==> src/rtl/dhcr_pkg.sv <==
`timescale 1ns / 1ps

package dhcr_pkg;

	// Fixed field widths
	localparam int SECONDS_BITS   = 8;
	localparam int REF_BITS       = 8;
	localparam int READ_BITS      = 16;
	localparam int SLOT_BITS      = 3;
	localparam int CFG_INDEX_BITS = 2;

	// Threshold reset values
	localparam int HIGH_THRESHOLD_RESET = 768;
	localparam int LOW_THRESHOLD_RESET  = 256;

	// Configuration register indexes
	localparam logic [CFG_INDEX_BITS-1:0] REG_HIGH_THRESHOLD = 2'd0;
	localparam logic [CFG_INDEX_BITS-1:0] REG_LOW_THRESHOLD  = 2'd1;

	// Reference to slot mapping: slot = (ref - 1) xor 1, low three bits
	localparam logic [REF_BITS-1:0]  REF_ONE      = 8'h01;
	localparam logic [SLOT_BITS-1:0] SLOT_CH_FLIP = 3'h1;

	typedef enum logic {
		OP_SAMPLE = 1'b0,
		OP_READ   = 1'b1
	} opcode_t;

	// Upper two slot bits pick the word kind, the low bit the channel
	typedef enum logic [1:0] {
		GRP_RAW   = 2'd0,
		GRP_COUNT = 2'd1,
		GRP_RATE  = 2'd2,
		GRP_SNAP  = 2'd3
	} word_grp_t;

endpackage

==> src/rtl/dual_hysteresis_crossing_rate_counter.sv <==
`timescale 1ns / 1ps
// Order: a read request passes through stage 1 and the channel-store read registers into
// the output register; a sample updates the channel store from stage 1.
// Throughput: one request per cycle unless a read waits on a full, stalled output; the
// channel store is read-modify-write, write-first forwarded to a request reading that entry.
// Reset: all counters, rates, snapshots, raw samples, channel and seconds clear to zero;
// thresholds return to 768 and 256. No clearing pass.
module dual_hysteresis_crossing_rate_counter import dhcr_pkg::*; #(
	parameter int SAMPLE_BITS = 10,
	parameter int COUNT_BITS  = 16
) (
	input  logic                      clk,
	input  logic                      arst_n,
	// configuration write channel
	input  logic                      cfg_valid,
	output logic                      cfg_ready,
	input  logic [CFG_INDEX_BITS-1:0] cfg_index,
	input  logic [SAMPLE_BITS-1:0]    cfg_data,
	// request channel
	input  logic                      in_valid,
	output logic                      in_stall,
	input  logic                      opcode,
	input  logic [SAMPLE_BITS-1:0]    sample,
	input  logic [SECONDS_BITS-1:0]   seconds_now,
	input  logic [REF_BITS-1:0]       read_reference,
	// result channel
	output logic                      out_valid,
	input  logic                      out_stall,
	output logic [READ_BITS-1:0]      read_value
);

	localparam int WORD_BITS = SAMPLE_BITS + COUNT_BITS;

	// Thresholds
	logic [SAMPLE_BITS-1:0] high_q;
	logic [SAMPLE_BITS-1:0] low_q;

	// Front-end state
	logic                    ch_q;
	logic [SECONDS_BITS-1:0] last_sec_q;

	// Stage 1
	logic                   valid_s1;
	logic                   op_s1;
	logic                   ch_s1;
	logic [SAMPLE_BITS-1:0] sample_s1;
	logic [SLOT_BITS-1:0]   slot_s1;
	logic                   sec_evt_s1;

	// Per-channel rate and snapshot
	logic [COUNT_BITS-1:0] rate_q [2];
	logic [COUNT_BITS-1:0] snap_q [2];

	// Output register
	logic                 out_valid_q;
	logic [READ_BITS-1:0] read_value_q;

	logic                   in_go;
	logic                   hold;
	logic [SLOT_BITS-1:0]   slot_in;
	logic                   rd_ch;
	logic                   wr_en;
	logic [WORD_BITS-1:0]   wr_data;
	logic [WORD_BITS-1:0]   word_a;
	logic [WORD_BITS-1:0]   word_b;
	logic [COUNT_BITS-1:0]  cnt_a;
	logic [COUNT_BITS-1:0]  cnt_b;
	logic [SAMPLE_BITS-1:0] raw_a;
	logic                   step;
	logic [COUNT_BITS-1:0]  cnt_new;
	logic [COUNT_BITS-1:0]  cnt_ch [2];
	logic [READ_BITS-1:0]   rd_word;

	// Configuration writes, unknown indexes ignored
	assign cfg_ready = 1'b1;

	always_ff @(posedge clk or negedge arst_n) begin
		if (!arst_n) begin
			high_q <= SAMPLE_BITS'(HIGH_THRESHOLD_RESET);
			low_q  <= SAMPLE_BITS'(LOW_THRESHOLD_RESET);
		end else if (cfg_valid && cfg_ready) begin
			unique case (cfg_index)
				REG_HIGH_THRESHOLD: high_q <= cfg_data;
				REG_LOW_THRESHOLD:  low_q  <= cfg_data;
				default: ;
			endcase
		end
	end

	// Only a read waiting on a full, stalled output blocks the pipe
	assign hold     = valid_s1 && (op_s1 == OP_READ) && out_valid_q && out_stall;
	assign in_stall = hold;
	assign in_go    = in_valid && !in_stall;

	// Request decode
	assign slot_in = SLOT_BITS'(read_reference - REF_ONE) ^ SLOT_CH_FLIP;
	assign rd_ch   = (opcode == OP_READ) ? slot_in[0] : ch_q;

	// Channel toggle and seconds tracking at acceptance
	always_ff @(posedge clk or negedge arst_n) begin
		if (!arst_n) begin
			ch_q       <= 1'b0;
			last_sec_q <= '0;
		end else if (in_go && (opcode == OP_SAMPLE)) begin
			ch_q       <= ~ch_q;
			last_sec_q <= seconds_now;
		end
	end

	// Stage 1 control
	always_ff @(posedge clk or negedge arst_n) begin
		if (!arst_n) begin
			valid_s1 <= 1'b0;
		end else if (!hold) begin
			valid_s1 <= in_valid;
		end
	end

	// Stage 1 payload
	always_ff @(posedge clk) begin
		if (in_go) begin
			op_s1      <= opcode;
			ch_s1      <= rd_ch;
			sample_s1  <= sample;
			slot_s1    <= slot_in;
			sec_evt_s1 <= (seconds_now != last_sec_q);
		end
	end

	// Channel store
	dhcr_state_mem #(
		.WORD_BITS(WORD_BITS)
	) u_store (
		.clk       (clk),
		.arst_n    (arst_n),
		.rd_en     (in_go),
		.rd_addr   (rd_ch),
		.wr_en     (wr_en),
		.wr_addr   (ch_s1),
		.wr_data   (wr_data),
		.rd_data_a (word_a),
		.rd_data_b (word_b)
	);

	assign cnt_a = word_a[COUNT_BITS-1:0];
	assign raw_a = word_a[WORD_BITS-1:COUNT_BITS];
	assign cnt_b = word_b[COUNT_BITS-1:0];

	// Hysteresis: even count waits for high crossing, odd for low crossing
	assign step    = cnt_a[0] ? (sample_s1 < low_q) : (sample_s1 > high_q);
	assign cnt_new = cnt_a + COUNT_BITS'(step);
	assign wr_en   = valid_s1 && (op_s1 == OP_SAMPLE);
	assign wr_data = {sample_s1, cnt_new};

	// Counts of both channels after this sample
	assign cnt_ch[0] = ch_s1 ? cnt_b : cnt_new;
	assign cnt_ch[1] = ch_s1 ? cnt_new : cnt_b;

	// Rate latch on a seconds change
	always_ff @(posedge clk or negedge arst_n) begin
		if (!arst_n) begin
			rate_q[0] <= '0;
			rate_q[1] <= '0;
			snap_q[0] <= '0;
			snap_q[1] <= '0;
		end else if (wr_en && sec_evt_s1) begin
			for (int c = 0; c < 2; c++) begin
				rate_q[c] <= cnt_ch[c] - snap_q[c];
				snap_q[c] <= cnt_ch[c];
			end
		end
	end

	// Word select for reads; store port A holds the slot's channel
	always_comb begin
		unique case (word_grp_t'(slot_s1[SLOT_BITS-1:1]))
			GRP_RAW:   rd_word = READ_BITS'(raw_a);
			GRP_COUNT: rd_word = READ_BITS'(cnt_a);
			GRP_RATE:  rd_word = READ_BITS'(rate_q[slot_s1[0]]);
			GRP_SNAP:  rd_word = READ_BITS'(snap_q[slot_s1[0]]);
			default:   rd_word = '0;
		endcase
	end

	// Output register
	always_ff @(posedge clk or negedge arst_n) begin
		if (!arst_n) begin
			out_valid_q <= 1'b0;
		end else if (valid_s1 && (op_s1 == OP_READ) && !hold) begin
			out_valid_q <= 1'b1;
		end else if (!out_stall) begin
			out_valid_q <= 1'b0;
		end
	end

	always_ff @(posedge clk) begin
		if (valid_s1 && (op_s1 == OP_READ) && !hold) begin
			read_value_q <= rd_word;
		end
	end

	assign out_valid  = out_valid_q;
	assign read_value = read_value_q;

endmodule

==> src/rtl/dhcr_state_mem.sv <==
`timescale 1ns / 1ps

// Two-entry per-channel store {raw, count}; two registered read ports
// (selected entry and the other one), write-first forwarding.
module dhcr_state_mem import dhcr_pkg::*; #(
	parameter int WORD_BITS = 26
) (
	input  logic                 clk,
	input  logic                 arst_n,
	input  logic                 rd_en,
	input  logic                 rd_addr,
	input  logic                 wr_en,
	input  logic                 wr_addr,
	input  logic [WORD_BITS-1:0] wr_data,
	output logic [WORD_BITS-1:0] rd_data_a,
	output logic [WORD_BITS-1:0] rd_data_b
);

	logic [WORD_BITS-1:0] mem_q [2];
	logic [1:0]           vld_q;
	logic [WORD_BITS-1:0] rd_a_q;
	logic [WORD_BITS-1:0] rd_b_q;
	logic                 oth_addr;

	assign oth_addr = ~rd_addr;

	// Storage array
	always_ff @(posedge clk) begin
		if (wr_en) begin
			mem_q[wr_addr] <= wr_data;
		end
	end

	// Entries read as zero until first written
	always_ff @(posedge clk or negedge arst_n) begin
		if (!arst_n) begin
			vld_q <= '0;
		end else if (wr_en) begin
			vld_q[wr_addr] <= 1'b1;
		end
	end

	// Read ports, same-edge write forwarded; data held while not enabled
	always_ff @(posedge clk) begin
		if (rd_en) begin
			if (wr_en && (wr_addr == rd_addr)) begin
				rd_a_q <= wr_data;
			end else begin
				rd_a_q <= vld_q[rd_addr] ? mem_q[rd_addr] : '0;
			end
			if (wr_en && (wr_addr == oth_addr)) begin
				rd_b_q <= wr_data;
			end else begin
				rd_b_q <= vld_q[oth_addr] ? mem_q[oth_addr] : '0;
			end
		end
	end

	assign rd_data_a = rd_a_q;
	assign rd_data_b = rd_b_q;

endmodule
==> config.mk <==
export PLATFORM = sky130hd
export DESIGN_NAME = dual_hysteresis_crossing_rate_counter
export DESIGN_NICKNAME = d
export VERILOG_FILES = /design/src/rtl/dhcr_pkg.sv /design/src/rtl/dual_hysteresis_crossing_rate_counter.sv /design/src/rtl/dhcr_state_mem.sv
export SDC_FILE = /design/constraint.sdc
export NUM_CORES = 1
export LEC_CHECK = 0
export BUFFER_PORTS_ARGS = -buffer_cell sky130_fd_sc_hd__clkbuf_2
export CAP_MARGIN = 20
export CELL_PAD_IN_SITES_DETAIL_PLACEMENT = 1
export CELL_PAD_IN_SITES_GLOBAL_PLACEMENT = 1
export CORE_ASPECT_RATIO = 0.6
export CORE_MARGIN = 5
export CORE_UTILIZATION = 51
export DETAILED_ROUTE_END_ITERATION = 8
export PLACE_DENSITY = 0.92
export SYNTH_ARGS = -nofsm -noshare
export SYNTH_HDL_FRONTEND = slang
export SYNTH_HIERARCHICAL = 1
export SYNTH_SLANG_ARGS = --single-unit
==> constraint.sdc <==
create_clock -name clk -period 4.8 [get_ports clk]
set_input_delay 1.44 -clock clk [delete_from_list [all_inputs] [get_ports clk]]
set_output_delay 1.44 -clock clk [all_outputs]
set_load 0.01 [all_outputs]
== Word level (Yosys, flattened, before mapping) ==
Memories as Yosys holds them, arrays and structs flattened.
Cells that the tools add are included.
Storage, ports and cells
  flip-flop bits (word level): 171
  RAM bits: 52
  bits of input ports: 44
  output and inout port bits: 19
  logic and storage cells: 87
  memories: 1
Operators by class
  add/sub/neg operators: 4
  magnitude comparators: 7
  equal/unequal tests: 8
  muxes and demuxes: 25
  bitwise gates (word level): 7
  reduce and logical (&&, ||, !) cells: 16
Memories
  u_store.mem_q: words 2, width 26, read ports 2, clocked after Yosys merged registers in 0, wr ports 1, line dhcr_state_mem.sv:19  | logic [WORD_BITS-1:0] mem_q [2];
Operators with widths (number)
  2-to-1 mux 16 bit: 10
  case mux 16 bit (4 select lines): 1
  2-to-1 mux 26 bit: 2
  subtractor 16 bit: 2
  adder 16 x 1 -> 16 bit: 1
  logical AND 1 bit: 11
  2-to-1 mux 1 bit: 11
  > comparator 10 bit: 1
  < comparator 10 bit: 1
  != test 8 bit: 1
  < comparator 1 x 2 -> 1 bit (second input constant): 3
  NOT 1 bit: 5
  equality test 2 x 1 -> 1 bit (second input constant): 2
  equality test 2 bit (second input constant): 2
  zero test 2 bit: 2
  AND reduction 2 bit: 2
  subtractor 3 x 1 -> 3 bit (second input constant): 1
  equality test 1 bit: 2
  greater-or-equal comparator 2 bit (second input constant): 1
  != test 2 x 1 -> 1 bit (second input constant): 1
  NOT 1 -> 2 bit: 1
  OR 2 bit: 1
  demux 1 bit (select 1 bit): 1
  greater-or-equal comparator 1 bit (second input constant): 1
  zero test 1 bit: 1

== Depth between registers and ports, before layout ==
  depth in word-level cells: 8
  gate-level depth with buffers: 23
  depth with buffers taken out: 23

== By module ==
The synthesis kept the hierarchy.
Modules (own cells, without submodules)
  dual_hysteresis_crossing_rate_counter: times used 1, cells each 766, area each 7793.7 um2, seq. area each 3342.0 um2
  dhcr_state_mem: times used 1, cells each 286, area each 4733.3 um2, seq. area each 3173.0 um2

== Worst setup path after synthesis ==
No wires, ideal clock.
  kind: register to register
  start point: register sample_s1[1]
  end point: register rate_q[29] in the netlist's numbering
  setup time: 0.135 ns
  data arrival time: 4.191 ns
  data required time: 4.665 ns
  setup slack: 0.474 ns
  stages on the path, launching flop included: 20
  path buffers: 0
  period minus slack after synthesis: 4.326 ns
  path through: edfxtp_1 > ha_1 > a21boi_0 > o21a_1 > o21ai_0 > a21oi_1 > o2111a_1 > o21ai_0 > ha_1 > ha_1 > nand2_1 > xnor2_1 > mux2_2 > ha_1 > a2111o_1 > o21ai_0 > o21ai_0 > a211oi_1 > xor2_1 > o21ai_0
RTL lines
  from (decl): line dual_hysteresis_crossing_rate_counter.sv:46  | logic [SAMPLE_BITS-1:0] sample_s1;
  from (signal assigned): line dual_hysteresis_crossing_rate_counter.sv:124  | sample_s1 <= sample;
  to (signal, indexed assignment): line dual_hysteresis_crossing_rate_counter.sv:168  | rate_q[c] <= cnt_ch[c] - snap_q[c];
  to (decl): line dual_hysteresis_crossing_rate_counter.sv:51  | logic [COUNT_BITS-1:0] rate_q [2];

== Worst setup path after layout ==
  start point: register sample_s1[3]
  end point: register rate_q[12] in the netlist's numbering
On the way
  cells in the longest elaborated chain, start to end: 5
  elaborated cells on any way between the ends: 6
  those cells by class: 2 x add/sub; 2 x order compare; 2 x mux
RTL lines
  > comparator 10 bit or < comparator 10 bit (tied branches): line dual_hysteresis_crossing_rate_counter.sv:150  | assign step = cnt_a[0] ? (sample_s1 < low_q) : (sample_s1 > high_q);
  2-to-1 mux 1 bit (*): line dual_hysteresis_crossing_rate_counter.sv:150
  adder 16 x 1 -> 16 bit (*): line dual_hysteresis_crossing_rate_counter.sv:151  | assign cnt_new = cnt_a + COUNT_BITS'(step);
  net cnt_new[0]: line dual_hysteresis_crossing_rate_counter.sv:70  | logic [COUNT_BITS-1:0] cnt_new;
  2-to-1 mux 16 bit (*): line dual_hysteresis_crossing_rate_counter.sv:157  | assign cnt_ch[1] = ch_s1 ? cnt_new : cnt_b;
  subtractor 16 bit (*): line dual_hysteresis_crossing_rate_counter.sv:168
The timed path passes the listed nets; every way through them passes the cells marked *.
A chain may end at the register's enable or synchronous reset.

==> impl_metrics.tcl <==
set metrics [dict create \
    grt_overflow 0 \
    vias 9153 \
    syn_area_per_cell_sq_um 11.8 \
    power.density_nw_per_um2 606 \
    placementRows 43 \
    first_global_vias 9693 \
    core_sq_um 23100 \
    grt_pass1_wl_mm 56.8 \
    clock-sinks 223 \
    cp-start-kind "register" \
    syn_area_sq_um 11900 \
    min_from "rate_q[10]" \
    setup_viol 1 \
    n_fill_cell 2338 \
    utilization 0.619 \
    die-width_um 208 \
    grt_max_degree 79 \
    critPathRequiredTime_ns 5.22 \
    dr.pass1.iters 5 \
    min_period_ns 4.81 \
    clkSlewWorstSetupHoldPaths_ns 0.07 \
    globalplace.congestion 0.849 \
    fmax_mhz 208 \
    drive_gt1_frac 0.336 \
    fin_nets 1240 \
    relSlewSlack 0.251 \
    clock_latency_ns 0.53 \
    stdcell_count 1473 \
    r2r_slack_ns -0.01 \
    cap_violations 0 \
    avgRoutedWirePerCell_um 27.1 \
    route.detailed.drc 0 \
    fin_ws_ns -0.0124 \
    final_cell_area_sq_um 14300 \
    antenna_left 0 \
    hold_path_depth 2 \
    irDropWorstVdd_mv 0.316 \
    synthesis.nets 1110 \
    dpl.cell_count 1414 \
    die_area_sq_um 26700 \
    track_usage 0.272 \
    port_buffers 56 \
    status "complete, but fails checks" \
    cts_max_path_buffers 3 \
    hp-class "register to register" \
    p_switching_w 0.00330 \
    cts_tree "done" \
    syn_to_final_growth_pct 19.7 \
    antenna_cells 0 \
    critPathMaxFanout 6 \
    io_pins 63 \
    placed_area_sq_um 13000 \
    antenna_found_initial 1 \
    cts_hold_buf 0 \
    rsz0062_at_grt "yes" \
    place_hpwl_mm 24.3 \
    seq_power_share 0.336 \
    skew_ns 0.0262 \
    hold_violations 0 \
    cts_htree_levels 1 \
    avgViaCountPerCell 6.21 \
    regToRegEndpoint "rate_q[12]" \
    cts-buffers-inserted 22 \
    drt-total-wl_mm 39.9 \
    maxSlewViolCount 0 \
    die_y_um 129 \
    synth_warnings 6 \
    power_frac_clock 0.210 \
    switching_share 0.381 \
    syn-instance-count 1012 \
    crit_type "register to register" \
    p_leak_nw 6.08 \
    clockRootBuffer "clkbuf_16" \
    hold_end "rate_q[10]" \
    combPwrFrac 0.454 \
    pre_cts_ws_ns -0.334 \
    worstPathArrival_ns 5.23 \
    layout_common_cells "edfxtp_1 (126), mux2_2 (102), dfrtp_1 (94), buf_4 (90), nor2_1 (81)" \
    fin_crit_sh 1.00 \
    reg2reg_from "sample_s1[3]" \
    start_util 0.517 \
    finalSetupTns_ns -0.0124 \
    violations "negative setup slack" \
    reg2reg_depth 20 \
    cp-end-kind "register" \
    layout_commonest_cell "edfxtp_1" \
    tightest_slew_ns 1.12 \
    p_int_w 0.00537 \
    setup.worst_path.start "sample_s1[3]" \
    drt-initial-drc-count 745 \
]
[metal layers]
metal  global-route usage  share of wire
met1                0.339           0.39
met2                0.480           0.49
met3               0.0526          0.065
met4               0.0963          0.059
met5                    0        0.00020
[power by group through the flow]
| stage | Clock (W) | Combinational, W | Sequential, W |
|---|---|---|---|
| floorplan | 0 | 0.00214 | 0.00275 |
| global placement | 0 | 0.00294 | 0.00283 |
| detailed placement | 0 | 0.00321 | 0.00288 |
| CTS | 0.00181 | 0.00349 | 0.00287 |
| global route | 0.00192 | 0.00419 | 0.00293 |
| finish | 0.00182 | 0.00394 | 0.00291 |
[critical path, cell delays in order, from the launching register on]
cell      delay [ns]
edfxtp_1        0.41
ha_1            0.33
a21o_1          0.18
a21o_1          0.19
a21oi_1         0.25
o211ai_1        0.15
a21oi_2         0.17
o21ai_2         0.08
buf_6           0.13
ha_4            0.24
mux2i_2         0.19
ha_2            0.23
inv_2           0.04
fa_2            0.36
a21o_1          0.21
a21o_1          0.22
a2111o_1        0.49
a31o_4          0.28
o21a_1          0.20
o21a_1          0.18
o31ai_2         0.16
[stage by stage]
step                      power, W  hold WS [ns]
after floorplan            0.00489         0.438
after global placement     0.00577         0.457
after detailed placement   0.00609         0.471
after CTS                  0.00818         0.485
after global routing       0.00904         0.521
final                      0.00866         0.474
[worst max path at each step]
stage	to	slack [ns]	cells after the start
after floorplan	rate_q[29]	0.49	19
after global placement	rate_q[12]	0.02	19
after detailed placement	rate_q[15]	-0.33	25
after CTS	rate_q[27]	0.03	23
after global routing	rate_q[12]	-0.11	21
final	rate_q[12]	-0.01	20
[what timing repair did]
| action | 4_1_cts | 5_1_grt |
|---|---|---|
| pin swaps | 12 | 31 |
| setup endpoints to repair | 17 | 16 |
| buffers inserted | 4 | 13 |
| gates resized for setup | 43 | 50 |
[cell type report]
class,instances,area [sq um],area share
clock inverter,5,51.3,0.00359
clock buffer,35,673,0.0471
multi-input combinational,686,5710,0.400
tap,315,394,0.0276
inverter,59,221,0.0155
sequential,223,6210,0.435
timing repair buffer,150,1020,0.0716
[sequential cells by signal (all words and copies together), names as in the netlist, 8 cells and up]
register / flops
high_q: 10
last_sec_q: 8
low_q: 10
rate_q: 32
read_value: 16
sample_s1: 10
snap_q: 32
u_store/mem_q: 52
u_store/rd_data_a: 26
u_store/rd_data_b: 16
(Power assumes the default switching activity.)
